File: src/lwma_pkg.sv
`timescale 1ns / 1ps
`default_nettype none

package lwma_pkg;

   // Leaf bound and derived widths
   localparam int MAX_LEAF_SAMPLES = 4096;
   localparam int CNT_W            = $clog2(MAX_LEAF_SAMPLES + 1);
   localparam int LOG_MAX          = $clog2(MAX_LEAF_SAMPLES);

   // Field widths
   localparam int DATA_W   = 16;   // Q8.8 input sample fields
   localparam int FLOOR_W  = 27;   // weight_floor register
   localparam int MW_W     = 16;   // mean weight, Q8.8
   localparam int MEAN_W   = 32;   // first moments, Q16.16
   localparam int XMEAN_W  = 48;   // cross moments, Q24.24

   // Datapath widths
   localparam int FAC_W    = 2 * DATA_W;           // w*x products
   localparam int PROD_W   = FAC_W + DATA_W;       // shared multiplier output
   localparam int WSUM_W   = DATA_W + LOG_MAX;     // weight sum
   localparam int MOM_W    = FAC_W + LOG_MAX;      // first moment sums
   localparam int CROSS_W  = PROD_W + LOG_MAX;     // cross moment sums
   localparam int DIV_W    = CROSS_W;              // divider dividend width
   localparam int ITER_W   = $clog2(DIV_W);
   localparam int CMP_W    = (WSUM_W > FLOOR_W) ? WSUM_W : FLOOR_W;

   // Multiply sequence: six products, one extra step to drain the last one
   localparam int MUL_STEPS = 6;
   localparam int STEP_W    = 3;

   typedef enum logic [2:0] {
      ST_IDLE,
      ST_MUL,
      ST_END,
      ST_DIV_START,
      ST_DIV_WAIT,
      ST_PUSH
   } state_type;

   // Quantity under division
   typedef enum logic [2:0] {
      Q_WEIGHT,
      Q_OUTCOME,
      Q_TREATMENT,
      Q_INSTRUMENT,
      Q_OUT_INST,
      Q_TRT_INST,
      Q_INST_SQ
   } qsel_type;

endpackage

`default_nettype wire

File: src/lwma_div.sv
`timescale 1ns / 1ps
`default_nettype none

// Signed by unsigned restoring divider, one quotient bit per cycle,
// quotient truncated toward zero.
module lwma_div (
   input  wire logic                               clock,
   input  wire logic                               reset,
   input  wire logic                               start,
   input  wire logic signed [lwma_pkg::DIV_W-1:0]  dividend,
   input  wire logic        [lwma_pkg::CNT_W-1:0]  divisor,
   output logic                                    done,
   output logic signed      [lwma_pkg::DIV_W-1:0]  quotient
);
   import lwma_pkg::*;

   logic                    busy_ff;
   logic                    done_ff;
   logic [ITER_W-1:0]       iter_ff;
   logic                    neg_ff;
   logic [DIV_W-1:0]        shift_ff;
   logic [CNT_W-1:0]        rem_ff;
   logic [CNT_W-1:0]        div_ff;
   logic signed [DIV_W-1:0] quot_ff;

   logic [DIV_W-1:0]        mag;
   logic [CNT_W:0]          trial;
   logic                    ge;
   logic [CNT_W:0]          diff;
   logic [CNT_W-1:0]        rem_in;
   logic [DIV_W-1:0]        shift_in;

   always_comb begin
      mag      = dividend[DIV_W-1] ? DIV_W'(-dividend) : DIV_W'(dividend);
      trial    = {rem_ff, shift_ff[DIV_W-1]};
      ge       = trial >= {1'b0, div_ff};
      diff     = trial - {1'b0, div_ff};
      rem_in   = ge ? diff[CNT_W-1:0] : trial[CNT_W-1:0];
      shift_in = {shift_ff[DIV_W-2:0], ge};
   end

   always_ff @(posedge clock) begin
      if (reset) begin
         busy_ff <= 1'b0;
         done_ff <= 1'b0;
         iter_ff <= '0;
      end else if (start) begin
         busy_ff <= 1'b1;
         done_ff <= 1'b0;
         iter_ff <= '0;
      end else if (busy_ff) begin
         iter_ff <= iter_ff + ITER_W'(1);
         if (iter_ff == ITER_W'(DIV_W - 1)) begin
            busy_ff <= 1'b0;
            done_ff <= 1'b1;
         end
      end else begin
         done_ff <= 1'b0;
      end
   end

   always_ff @(posedge clock) begin
      if (start) begin
         neg_ff   <= dividend[DIV_W-1];
         shift_ff <= mag;
         rem_ff   <= '0;
         div_ff   <= divisor;
      end else if (busy_ff) begin
         shift_ff <= shift_in;
         rem_ff   <= rem_in;
         if (iter_ff == ITER_W'(DIV_W - 1)) begin
            quot_ff <= neg_ff ? -signed'(shift_in) : signed'(shift_in);
         end
      end
   end

   assign done     = done_ff;
   assign quotient = quot_ff;

endmodule

`default_nettype wire

File: src/leaf_weighted_moment_accumulator_unit.sv
`timescale 1ns / 1ps
`default_nettype none

// A sample that does not end its leaf is accepted, then takes 7 steps of the
//   one shared 32x16 multiplier, with req_stall high until they finish; a marker or dropped
//   sample that does not end its leaf leaves the unit ready for the next request.
// A last sample of a valid leaf reaches rsp after 7 mult steps, then 7 divisions
//   on the shared divider. An invalid leaf skips the divider.
// Reset (synchronous, active high) clears the sums, count, floor and rsp valid.
module leaf_weighted_moment_accumulator_unit (
   input  wire logic                                  clock,
   input  wire logic                                  reset,
   // request channel
   input  wire logic                                  req_valid,
   output logic                                       req_stall,
   input  wire logic signed [lwma_pkg::DATA_W-1:0]    req_sample_weight,
   input  wire logic signed [lwma_pkg::DATA_W-1:0]    req_outcome,
   input  wire logic signed [lwma_pkg::DATA_W-1:0]    req_treatment,
   input  wire logic signed [lwma_pkg::DATA_W-1:0]    req_instrument,
   input  wire logic                                  req_last,
   input  wire logic                                  req_no_sample,
   // response channel
   output logic                                       rsp_valid,
   input  wire logic                                  rsp_stall,
   output logic                                       rsp_leaf_valid,
   output logic signed [lwma_pkg::MW_W-1:0]           rsp_mean_weight,
   output logic signed [lwma_pkg::MEAN_W-1:0]         rsp_mean_outcome,
   output logic signed [lwma_pkg::MEAN_W-1:0]         rsp_mean_treatment,
   output logic signed [lwma_pkg::MEAN_W-1:0]         rsp_mean_instrument,
   output logic signed [lwma_pkg::XMEAN_W-1:0]        rsp_mean_outcome_instrument,
   output logic signed [lwma_pkg::XMEAN_W-1:0]        rsp_mean_treatment_instrument,
   output logic signed [lwma_pkg::XMEAN_W-1:0]        rsp_mean_instrument_squared,
   output logic                                       rsp_count_overflow,
   // configuration
   input  wire logic                                  csr_wr_en,
   input  wire logic        [lwma_pkg::FLOOR_W-1:0]   csr_wr_data
);
   import lwma_pkg::*;

   // ---------------------------------------------------------------------
   // State
   // ---------------------------------------------------------------------
   state_type state_ff, state_in;
   qsel_type  qsel_ff;

   logic [FLOOR_W-1:0]        floor_ff;

   // latched request transaction
   logic signed [DATA_W-1:0]  w_ff, y_ff, t_ff, z_ff;
   logic                      last_ff;

   logic [STEP_W-1:0]         step_ff;
   logic signed [PROD_W-1:0]  prod_ff;
   logic signed [FAC_W-1:0]   fac_ff [3];   // w*y, w*t, w*z for the cross terms

   logic signed [WSUM_W-1:0]  acc_w_ff;
   logic signed [MOM_W-1:0]   acc_m_ff [3];
   logic signed [CROSS_W-1:0] acc_x_ff [3];
   logic [CNT_W-1:0]          cnt_ff;
   logic                      ovf_ff;
   logic                      leafok_ff;

   logic                      rsp_valid_ff;

   // ---------------------------------------------------------------------
   // Handshake and control
   // ---------------------------------------------------------------------
   logic req_accept;
   logic take;        // accepted transaction carries a sample we keep
   logic cnt_full;
   logic rsp_taken;
   logic push_load;   // result moves into the response register
   logic div_start;
   logic div_done;
   logic signed [DIV_W-1:0] div_quot;
   logic signed [DIV_W-1:0] div_dividend;
   logic leaf_ok;

   assign req_stall  = (state_ff != ST_IDLE);
   assign req_accept = req_valid && (state_ff == ST_IDLE);
   assign cnt_full   = (cnt_ff == CNT_W'(MAX_LEAF_SAMPLES));
   assign take       = !req_no_sample && !cnt_full;
   assign rsp_taken  = rsp_valid_ff && !rsp_stall;
   assign push_load  = (state_ff == ST_PUSH) && (!rsp_valid_ff || !rsp_stall);

   // Leaf is valid when it has samples and |weight sum| exceeds the floor
   logic [WSUM_W-1:0] abs_w;
   always_comb begin
      abs_w   = acc_w_ff[WSUM_W-1] ? WSUM_W'(-acc_w_ff) : WSUM_W'(acc_w_ff);
      leaf_ok = (cnt_ff != '0) && (CMP_W'(abs_w) > CMP_W'(floor_ff));
   end

   always_ff @(posedge clock) begin
      if (reset) begin
         state_ff <= ST_IDLE;
      end else begin
         state_ff <= state_in;
      end
   end

   always_comb begin
      state_in  = state_ff;
      div_start = 1'b0;
      unique case (state_ff)
         ST_IDLE: begin
            if (req_accept) begin
               if (take) begin
                  state_in = ST_MUL;
               end else if (req_last) begin
                  state_in = ST_END;
               end
            end
         end
         ST_MUL: begin
            if (step_ff == STEP_W'(MUL_STEPS)) begin
               state_in = last_ff ? ST_END : ST_IDLE;
            end
         end
         ST_END: begin
            state_in = leaf_ok ? ST_DIV_START : ST_PUSH;
         end
         ST_DIV_START: begin
            div_start = 1'b1;
            state_in  = ST_DIV_WAIT;
         end
         ST_DIV_WAIT: begin
            if (div_done) begin
               state_in = (qsel_ff == Q_INST_SQ) ? ST_PUSH : ST_DIV_START;
            end
         end
         ST_PUSH: begin
            if (push_load) begin
               state_in = ST_IDLE;
            end
         end
         default: state_in = ST_IDLE;
      endcase
   end

   // ---------------------------------------------------------------------
   // Configuration
   // ---------------------------------------------------------------------
   always_ff @(posedge clock) begin
      if (reset) begin
         floor_ff <= '0;
      end else if (csr_wr_en) begin
         floor_ff <= csr_wr_data;
      end
   end

   // ---------------------------------------------------------------------
   // Request latch and step counter
   // ---------------------------------------------------------------------
   always_ff @(posedge clock) begin
      if (req_accept) begin
         w_ff    <= req_sample_weight;
         y_ff    <= req_outcome;
         t_ff    <= req_treatment;
         z_ff    <= req_instrument;
         last_ff <= req_last;
      end
   end

   always_ff @(posedge clock) begin
      if (reset) begin
         step_ff <= '0;
      end else if (req_accept) begin
         step_ff <= '0;
      end else if (state_ff == ST_MUL) begin
         step_ff <= step_ff + STEP_W'(1);
      end
   end

   // ---------------------------------------------------------------------
   // Shared multiplier: step 0..2 form w*x, step 3..5 form (w*x)*z.
   // Product is registered and accumulated one step later.
   // ---------------------------------------------------------------------
   logic signed [FAC_W-1:0]  mul_a;
   logic signed [DATA_W-1:0] mul_b;
   logic signed [FAC_W-1:0]  w_ext;
   logic signed [PROD_W-1:0] mul_out;

   assign w_ext = signed'({{(FAC_W - DATA_W){w_ff[DATA_W-1]}}, w_ff});

   always_comb begin
      mul_a = '0;
      mul_b = '0;
      unique case (step_ff)
         STEP_W'(0): begin mul_a = w_ext;     mul_b = y_ff; end
         STEP_W'(1): begin mul_a = w_ext;     mul_b = t_ff; end
         STEP_W'(2): begin mul_a = w_ext;     mul_b = z_ff; end
         STEP_W'(3): begin mul_a = fac_ff[0]; mul_b = z_ff; end
         STEP_W'(4): begin mul_a = fac_ff[1]; mul_b = z_ff; end
         STEP_W'(5): begin mul_a = fac_ff[2]; mul_b = z_ff; end
         default:    begin mul_a = '0;        mul_b = '0;   end
      endcase
      mul_out = mul_a * mul_b;
   end

   always_ff @(posedge clock) begin
      if (state_ff == ST_MUL) begin
         prod_ff <= mul_out;
      end
   end

   // Shared accumulate adder
   logic signed [CROSS_W-1:0] add_a;
   logic signed [CROSS_W-1:0] add_sum;

   always_comb begin
      unique case (step_ff)
         STEP_W'(1): add_a = CROSS_W'(acc_m_ff[0]);
         STEP_W'(2): add_a = CROSS_W'(acc_m_ff[1]);
         STEP_W'(3): add_a = CROSS_W'(acc_m_ff[2]);
         STEP_W'(4): add_a = acc_x_ff[0];
         STEP_W'(5): add_a = acc_x_ff[1];
         STEP_W'(6): add_a = acc_x_ff[2];
         default:    add_a = '0;
      endcase
      add_sum = add_a + CROSS_W'(prod_ff);
   end

   always_ff @(posedge clock) begin
      if ((state_ff == ST_MUL) && (step_ff >= STEP_W'(1)) && (step_ff <= STEP_W'(3))) begin
         fac_ff[step_ff[1:0] - 2'd1] <= prod_ff[FAC_W-1:0];
      end
   end

   // ---------------------------------------------------------------------
   // Divider operand select
   // ---------------------------------------------------------------------
   always_comb begin
      unique case (qsel_ff)
         Q_WEIGHT:     div_dividend = DIV_W'(acc_w_ff);
         Q_OUTCOME:    div_dividend = DIV_W'(acc_m_ff[0]);
         Q_TREATMENT:  div_dividend = DIV_W'(acc_m_ff[1]);
         Q_INSTRUMENT: div_dividend = DIV_W'(acc_m_ff[2]);
         Q_OUT_INST:   div_dividend = acc_x_ff[0];
         Q_TRT_INST:   div_dividend = acc_x_ff[1];
         Q_INST_SQ:    div_dividend = acc_x_ff[2];
         default:      div_dividend = '0;
      endcase
   end

   lwma_div u_div (
      .clock    (clock),
      .reset    (reset),
      .start    (div_start),
      .dividend (div_dividend),
      .divisor  (cnt_ff),
      .done     (div_done),
      .quotient (div_quot)
   );

   always_ff @(posedge clock) begin
      if (reset) begin
         qsel_ff <= Q_WEIGHT;
      end else if (state_ff == ST_END) begin
         qsel_ff <= Q_WEIGHT;
      end else if ((state_ff == ST_DIV_WAIT) && div_done && (qsel_ff != Q_INST_SQ)) begin
         qsel_ff <= qsel_type'(qsel_ff + 3'd1);
      end
   end

   always_ff @(posedge clock) begin
      if (state_ff == ST_END) begin
         leafok_ff <= leaf_ok;
      end
   end

   // ---------------------------------------------------------------------
   // Accumulators: summed during the multiply steps, overwritten in place by
   // their quotients at leaf end, cleared when the result is pushed.
   // ---------------------------------------------------------------------
   always_ff @(posedge clock) begin
      if (reset || push_load) begin
         acc_w_ff <= '0;
         cnt_ff   <= '0;
         ovf_ff   <= 1'b0;
         for (int i = 0; i < 3; i++) begin
            acc_m_ff[i] <= '0;
            acc_x_ff[i] <= '0;
         end
      end else begin
         // sample beyond the leaf bound is dropped and flagged
         if (req_accept && !req_no_sample && cnt_full) begin
            ovf_ff <= 1'b1;
         end
         if (state_ff == ST_MUL) begin
            if (step_ff == STEP_W'(0)) begin
               acc_w_ff <= acc_w_ff + WSUM_W'(w_ff);
               cnt_ff   <= cnt_ff + CNT_W'(1);
            end
            unique case (step_ff)
               STEP_W'(1): acc_m_ff[0] <= add_sum[MOM_W-1:0];
               STEP_W'(2): acc_m_ff[1] <= add_sum[MOM_W-1:0];
               STEP_W'(3): acc_m_ff[2] <= add_sum[MOM_W-1:0];
               STEP_W'(4): acc_x_ff[0] <= add_sum;
               STEP_W'(5): acc_x_ff[1] <= add_sum;
               STEP_W'(6): acc_x_ff[2] <= add_sum;
               default: ;
            endcase
         end
         if ((state_ff == ST_DIV_WAIT) && div_done) begin
            unique case (qsel_ff)
               Q_WEIGHT:     acc_w_ff    <= div_quot[WSUM_W-1:0];
               Q_OUTCOME:    acc_m_ff[0] <= div_quot[MOM_W-1:0];
               Q_TREATMENT:  acc_m_ff[1] <= div_quot[MOM_W-1:0];
               Q_INSTRUMENT: acc_m_ff[2] <= div_quot[MOM_W-1:0];
               Q_OUT_INST:   acc_x_ff[0] <= div_quot;
               Q_TRT_INST:   acc_x_ff[1] <= div_quot;
               Q_INST_SQ:    acc_x_ff[2] <= div_quot;
               default: ;
            endcase
         end
      end
   end

   // ---------------------------------------------------------------------
   // Response register: holds a finished transaction while rsp is stalled
   // ---------------------------------------------------------------------
   always_ff @(posedge clock) begin
      if (reset) begin
         rsp_valid_ff <= 1'b0;
      end else if (push_load) begin
         rsp_valid_ff <= 1'b1;
      end else if (rsp_taken) begin
         rsp_valid_ff <= 1'b0;
      end
   end

   always_ff @(posedge clock) begin
      if (push_load) begin
         rsp_leaf_valid     <= leafok_ff;
         rsp_count_overflow <= ovf_ff;
         if (leafok_ff) begin
            rsp_mean_weight               <= acc_w_ff[MW_W-1:0];
            rsp_mean_outcome              <= acc_m_ff[0][MEAN_W-1:0];
            rsp_mean_treatment            <= acc_m_ff[1][MEAN_W-1:0];
            rsp_mean_instrument           <= acc_m_ff[2][MEAN_W-1:0];
            rsp_mean_outcome_instrument   <= acc_x_ff[0][XMEAN_W-1:0];
            rsp_mean_treatment_instrument <= acc_x_ff[1][XMEAN_W-1:0];
            rsp_mean_instrument_squared   <= acc_x_ff[2][XMEAN_W-1:0];
         end else begin
            // invalid leaf reports zero means
            rsp_mean_weight               <= '0;
            rsp_mean_outcome              <= '0;
            rsp_mean_treatment            <= '0;
            rsp_mean_instrument           <= '0;
            rsp_mean_outcome_instrument   <= '0;
            rsp_mean_treatment_instrument <= '0;
            rsp_mean_instrument_squared   <= '0;
         end
      end
   end

   assign rsp_valid = rsp_valid_ff;

   // ---------------------------------------------------------------------
   // Assertions
   // ---------------------------------------------------------------------
   a_cnt_bound: assert property (@(posedge clock) disable iff (reset)
      cnt_ff <= CNT_W'(MAX_LEAF_SAMPLES))
      else $error("sample count above leaf bound");

   a_ovf_full: assert property (@(posedge clock) disable iff (reset)
      ovf_ff |-> cnt_full)
      else $error("overflow flagged before count reached bound");

   a_div_done_state: assert property (@(posedge clock) disable iff (reset)
      div_done |-> (state_ff == ST_DIV_WAIT))
      else $error("divider finished outside the wait state");

   a_push_lands: assert property (@(posedge clock) disable iff (reset)
      (state_ff == ST_PUSH && !rsp_valid_ff) |=> (rsp_valid_ff && state_ff == ST_IDLE))
      else $error("result push did not complete");

   a_step_range: assert property (@(posedge clock) disable iff (reset)
      (state_ff == ST_MUL) |-> (step_ff <= STEP_W'(MUL_STEPS)))
      else $error("multiply step out of range");

endmodule

`default_nettype wire

File: config.mk
export PLATFORM = sky130hd
export DESIGN_NAME = leaf_weighted_moment_accumulator_unit
export DESIGN_NICKNAME = d
export VERILOG_FILES = /design/src/lwma_pkg.sv /design/src/lwma_div.sv /design/src/leaf_weighted_moment_accumulator_unit.sv
export SDC_FILE = /design/constraint.sdc
export NUM_CORES = 2
export LEC_CHECK = 0
export BUFFER_PORTS_ARGS = -buffer_cell sky130_fd_sc_hd__buf_2
export CAP_MARGIN = 5
export CORE_MARGIN = 1
export CORE_UTILIZATION = 41
export CTS_CLUSTER_SIZE = 30
export DETAILED_ROUTE_END_ITERATION = 7
export PLACE_DENSITY = 0.57
export SLEW_MARGIN = 25
export SYNTH_ARGS = -nofsm -noshare
export SYNTH_HDL_FRONTEND = slang
export SYNTH_HIERARCHICAL = 1
export SYNTH_SLANG_ARGS = --single-unit
File: constraint.sdc
create_clock -name clock -period 37.6 [get_ports clock]
set_clock_uncertainty 0.2 [all_clocks]
set_input_delay 0 -clock clock [delete_from_list [all_inputs] [get_ports clock]]
set_output_delay 0 -clock clock [all_outputs]
set_load 0.005 [all_outputs]
==> run_results.csv <==
group,metric,value,unit
status,status,"complete, but fails checks",
status,violations,"DRC",
timing,period_share,27.3,%
timing,post-route-min-period,10.26,ns
detailed_routing,drc_errors,20,
clocking,cts-root-buf,"clkbuf_16",
clocking,worstSkewPairLatency,0.77,ns
synth,yosysMostFrequentCell,"edfxtp_1",
clocking,clk_pin_slew,0.07,ns
die,start_util,41.5,%
synth,avgSynthCellArea,10.9,um2
placed_design,place_congestion,0.968,
die,die_area,165000,um2
placed_design,dpl_cell_area,71000,um2
timing,maxSlewViolCount,0,
detailed_routing,antenna_left,0,
setup_path,path_class,"reg2reg",
grt,grt_util_all_layers,26.5,%
timing,worstMarginPinSlew,1.07,ns
synth,ys.flop_type,"edfxtp_1",
placed_design,hpwl,159000,um
final_layout,fillers,14600,
job,maxCapViolCount,0,
die,rows,147,
grt,grt_max_degree,251,
synth,syn-cell-area,66800,um2
setup_path,crit_required,37.85,ns
setup_path,start_kind,"register",
synth,async_reset_ff_share,0,%
detailed_routing,drtIter0Drc,5565,
final_layout,nNetsFinal,7468,
clocking,cts.sinks,1014,
setup_path,worst_path_max_delay_cell,"ha_1",
synth,synth_top_cell_by_area,"edfxtp_1",
final_layout,drive_gt1_share,11.6,%
synth,synth_nets,6985,
synth,ys_ff_latch,1014,
timing,timing.fmax,97.5,MHz
synth,synthTopCellsByArea,"edfxtp_1, fa_1, ha_1",
die,die_h,406,um
detailed_routing,firstDrtPassIters,8,
synth,ys_seq_area_share,44.1,%
worst_hold_path,hold_path.class,"in2reg",
placed_design,dp_slack,27.31,ns
synth,netlist.area_leader.share,41.1,%
setup_path,worst-path-buf-inv,5,
detailed_routing,vias,50300,
setup_path,endpoint_kind,"register",
clocking,htreeDepth,3,
setup_path,critPathTopFamily,"adder cells",
clocking,cts_max_path_buffers,3,
die,die_w,406,um
clocking,cts_tree,"yes",
timing,final.setup.tns,0,ns
clocking,postCtsSetupBuffers,0,
final_layout,multi_input_area,33800,um2
die,core,161000,um2
final_layout,area_growth,15.4,%
grt,grt_pass1_vias,50100,
detailed_routing,wl_per_cell,24.7,um
grt,antenna_found_initial,6,
timing,finalHoldViolCount,0,
synth,synth-edff-count,914,
final_layout,design_area,77100,um2
clocking,cts_buffers,109,
setup_path,critPathArrivalTime,10.50,ns
die,num_io_pins,358,
detailed_routing,routed_via_density,5.67,
timing,timing.final.ws_setup,27.34,ns
setup_path,critPathMaxStageDelay,0.90,ns
setup_path,path_max_fanout,39,
grt,grt_first_pass_wirelength,324000,um
synth,synthDistinctLibCells,85,
final_layout,regArea,29500,um2
synth,synthCells,6138,
timing,relSlewSlack,28.4,%
setup_path,critPathMostFrequentCell,"fa_1",
grt,overflow,0,
placed_design,port_buffers,357,
synth,synthTopCellsByCount,"edfxtp_1, inv_1, nand2_1, nor2_1, fa_1",
synth,synth_warnings,6,
detailed_routing,totalWireLength,220000,um
timing,setup_violations,0,
timing,rsz0062_at_grt,"false",
-- registers in the layout (all words and copies together), names as in the netlist, 16 cells and up --
| signal | count |
|---|---|
| y_ff | 16 |
| rsp_mean_treatment_instrument | 48 |
| rsp_mean_instrument_squared | 48 |
| acc_w_ff | 28 |
| rsp_mean_treatment | 32 |
| fac_ff | 96 |
| rsp_mean_outcome | 32 |
| rsp_mean_instrument | 32 |
| acc_m_ff | 132 |
| u_div/shift_ff | 60 |
| floor_ff | 27 |
| acc_x_ff | 180 |
| rsp_mean_weight | 16 |
| z_ff | 16 |
| prod_ff | 48 |
| t_ff | 16 |
| rsp_mean_outcome_instrument | 48 |
| w_ff | 16 |
| u_div/quotient | 60 |
-- worst paths after layout --
kind	start	end	slack, ns	cells past startpoint
worst max-delay path	step_ff[2]	prod_ff[42]	27.34	27
worst min-delay path	req_last	state_ff[0]	0.17	5
worst max register to register	step_ff[2]	prod_ff[42]	27.34	27
worst min register to register	u_div/done	u_div/done	0.29	2
-- worst reg2reg max path, cell delays in order, from the launching register on --
cell and delay, ns:
dfxtp_4 0.76, inv_1 0.32, ha_1 0.90, a222oi_1 0.40, nor2_1 0.71, buf_4 0.39
nand2_1 0.12, fa_1 0.53, inv_1 0.06, fa_1 0.41, fa_1 0.49, inv_1 0.05
fa_1 0.49, fa_1 0.42, fa_1 0.52, inv_1 0.04, ha_1 0.40, a21o_1 0.18
a21oi_1 0.09, o211ai_1 0.21, a31o_2 0.21, a211oi_1 0.07, o31ai_1 0.63, o2111ai_1 0.27
a31oi_1 0.47, a31oi_1 0.23, o21ai_0 0.28, xor2_1 0.12
-- what timing repair did --
item	in CTS	in global routing
hold buffers	247	0
endpoints found under the hold margin	159	0
gates resized for setup	0	0
-- layout make-up --
class	instances	share of cell area, %
repair buffers	708	6.54
diodes	5	0.0162
multi-input cells	4123	43.8
clock buffers	122	3.61
inverters	665	3.24
flip-flops and latches	1014	38.2
clock inverters	79	1.06
well taps	2160	3.50
-- per-layer routing --
metal  part of all wire, %  global-route usage (%)  wire [um]
met1                    43                    37.5      94400
met2                    45                    41.2      97900
met3                   8.8                    4.45      19400
met4                   3.6                    8.92       7830
met5                     0                       0          0
-- layout by cell type (no fill, tap or decap), types with 38 or more instances in the layout --
cell,Yosys,layout
a21oi_1,235,234
nand2b_1,38,38
buf_4,0,101
clkbuf_16,0,109
a22o_1,76,76
nor3_1,52,50
nand2_1,599,599
xnor2_1,178,178
dlygate4sd3_1,0,247
nand3_1,94,93
nor2_1,516,510
and2_1,270,267
buf_2,2,359
mux2i_1,74,74
a21o_1,98,98
xor2_1,115,115
edfxtp_1,914,914
o31ai_1,52,51
a222oi_1,85,85
o21ai_0,199,198
mux2_2,60,60
nand4_1,63,63
inv_1,664,662
fa_1,490,490
a22oi_1,88,88
dfxtp_1,100,98
ha_1,259,253
-- stage by stage --
stage          hold WS (ns)  std cells  util, %
2_1_floorplan        -0.128       6138        -
3_3_place_gp        -0.0224       8421     44.1
3_5_place_dp        -0.0219       8423     44.1
4_1_cts               0.128       8871     47.9
5_1_grt               0.215       8874     47.9
6_report              0.166       8876     47.9
-- cells by family after synthesis --
group                      after synthesis  share of synthesized area, %
muxes                                  134                          2.12
adders and majority gates              749                          19.5
buffers and inverters                 1001                          5.63
AOI/OAI and AO/OA                     1117                          11.7
xor gates and xnor gates               293                          3.84
and+or+nand+nor                       1830                          13.1
DFF                                   1014                          44.1
Power is not shown: default switching activity piles up to over one toggle a cycle in this logic, so the estimate is an artifact.
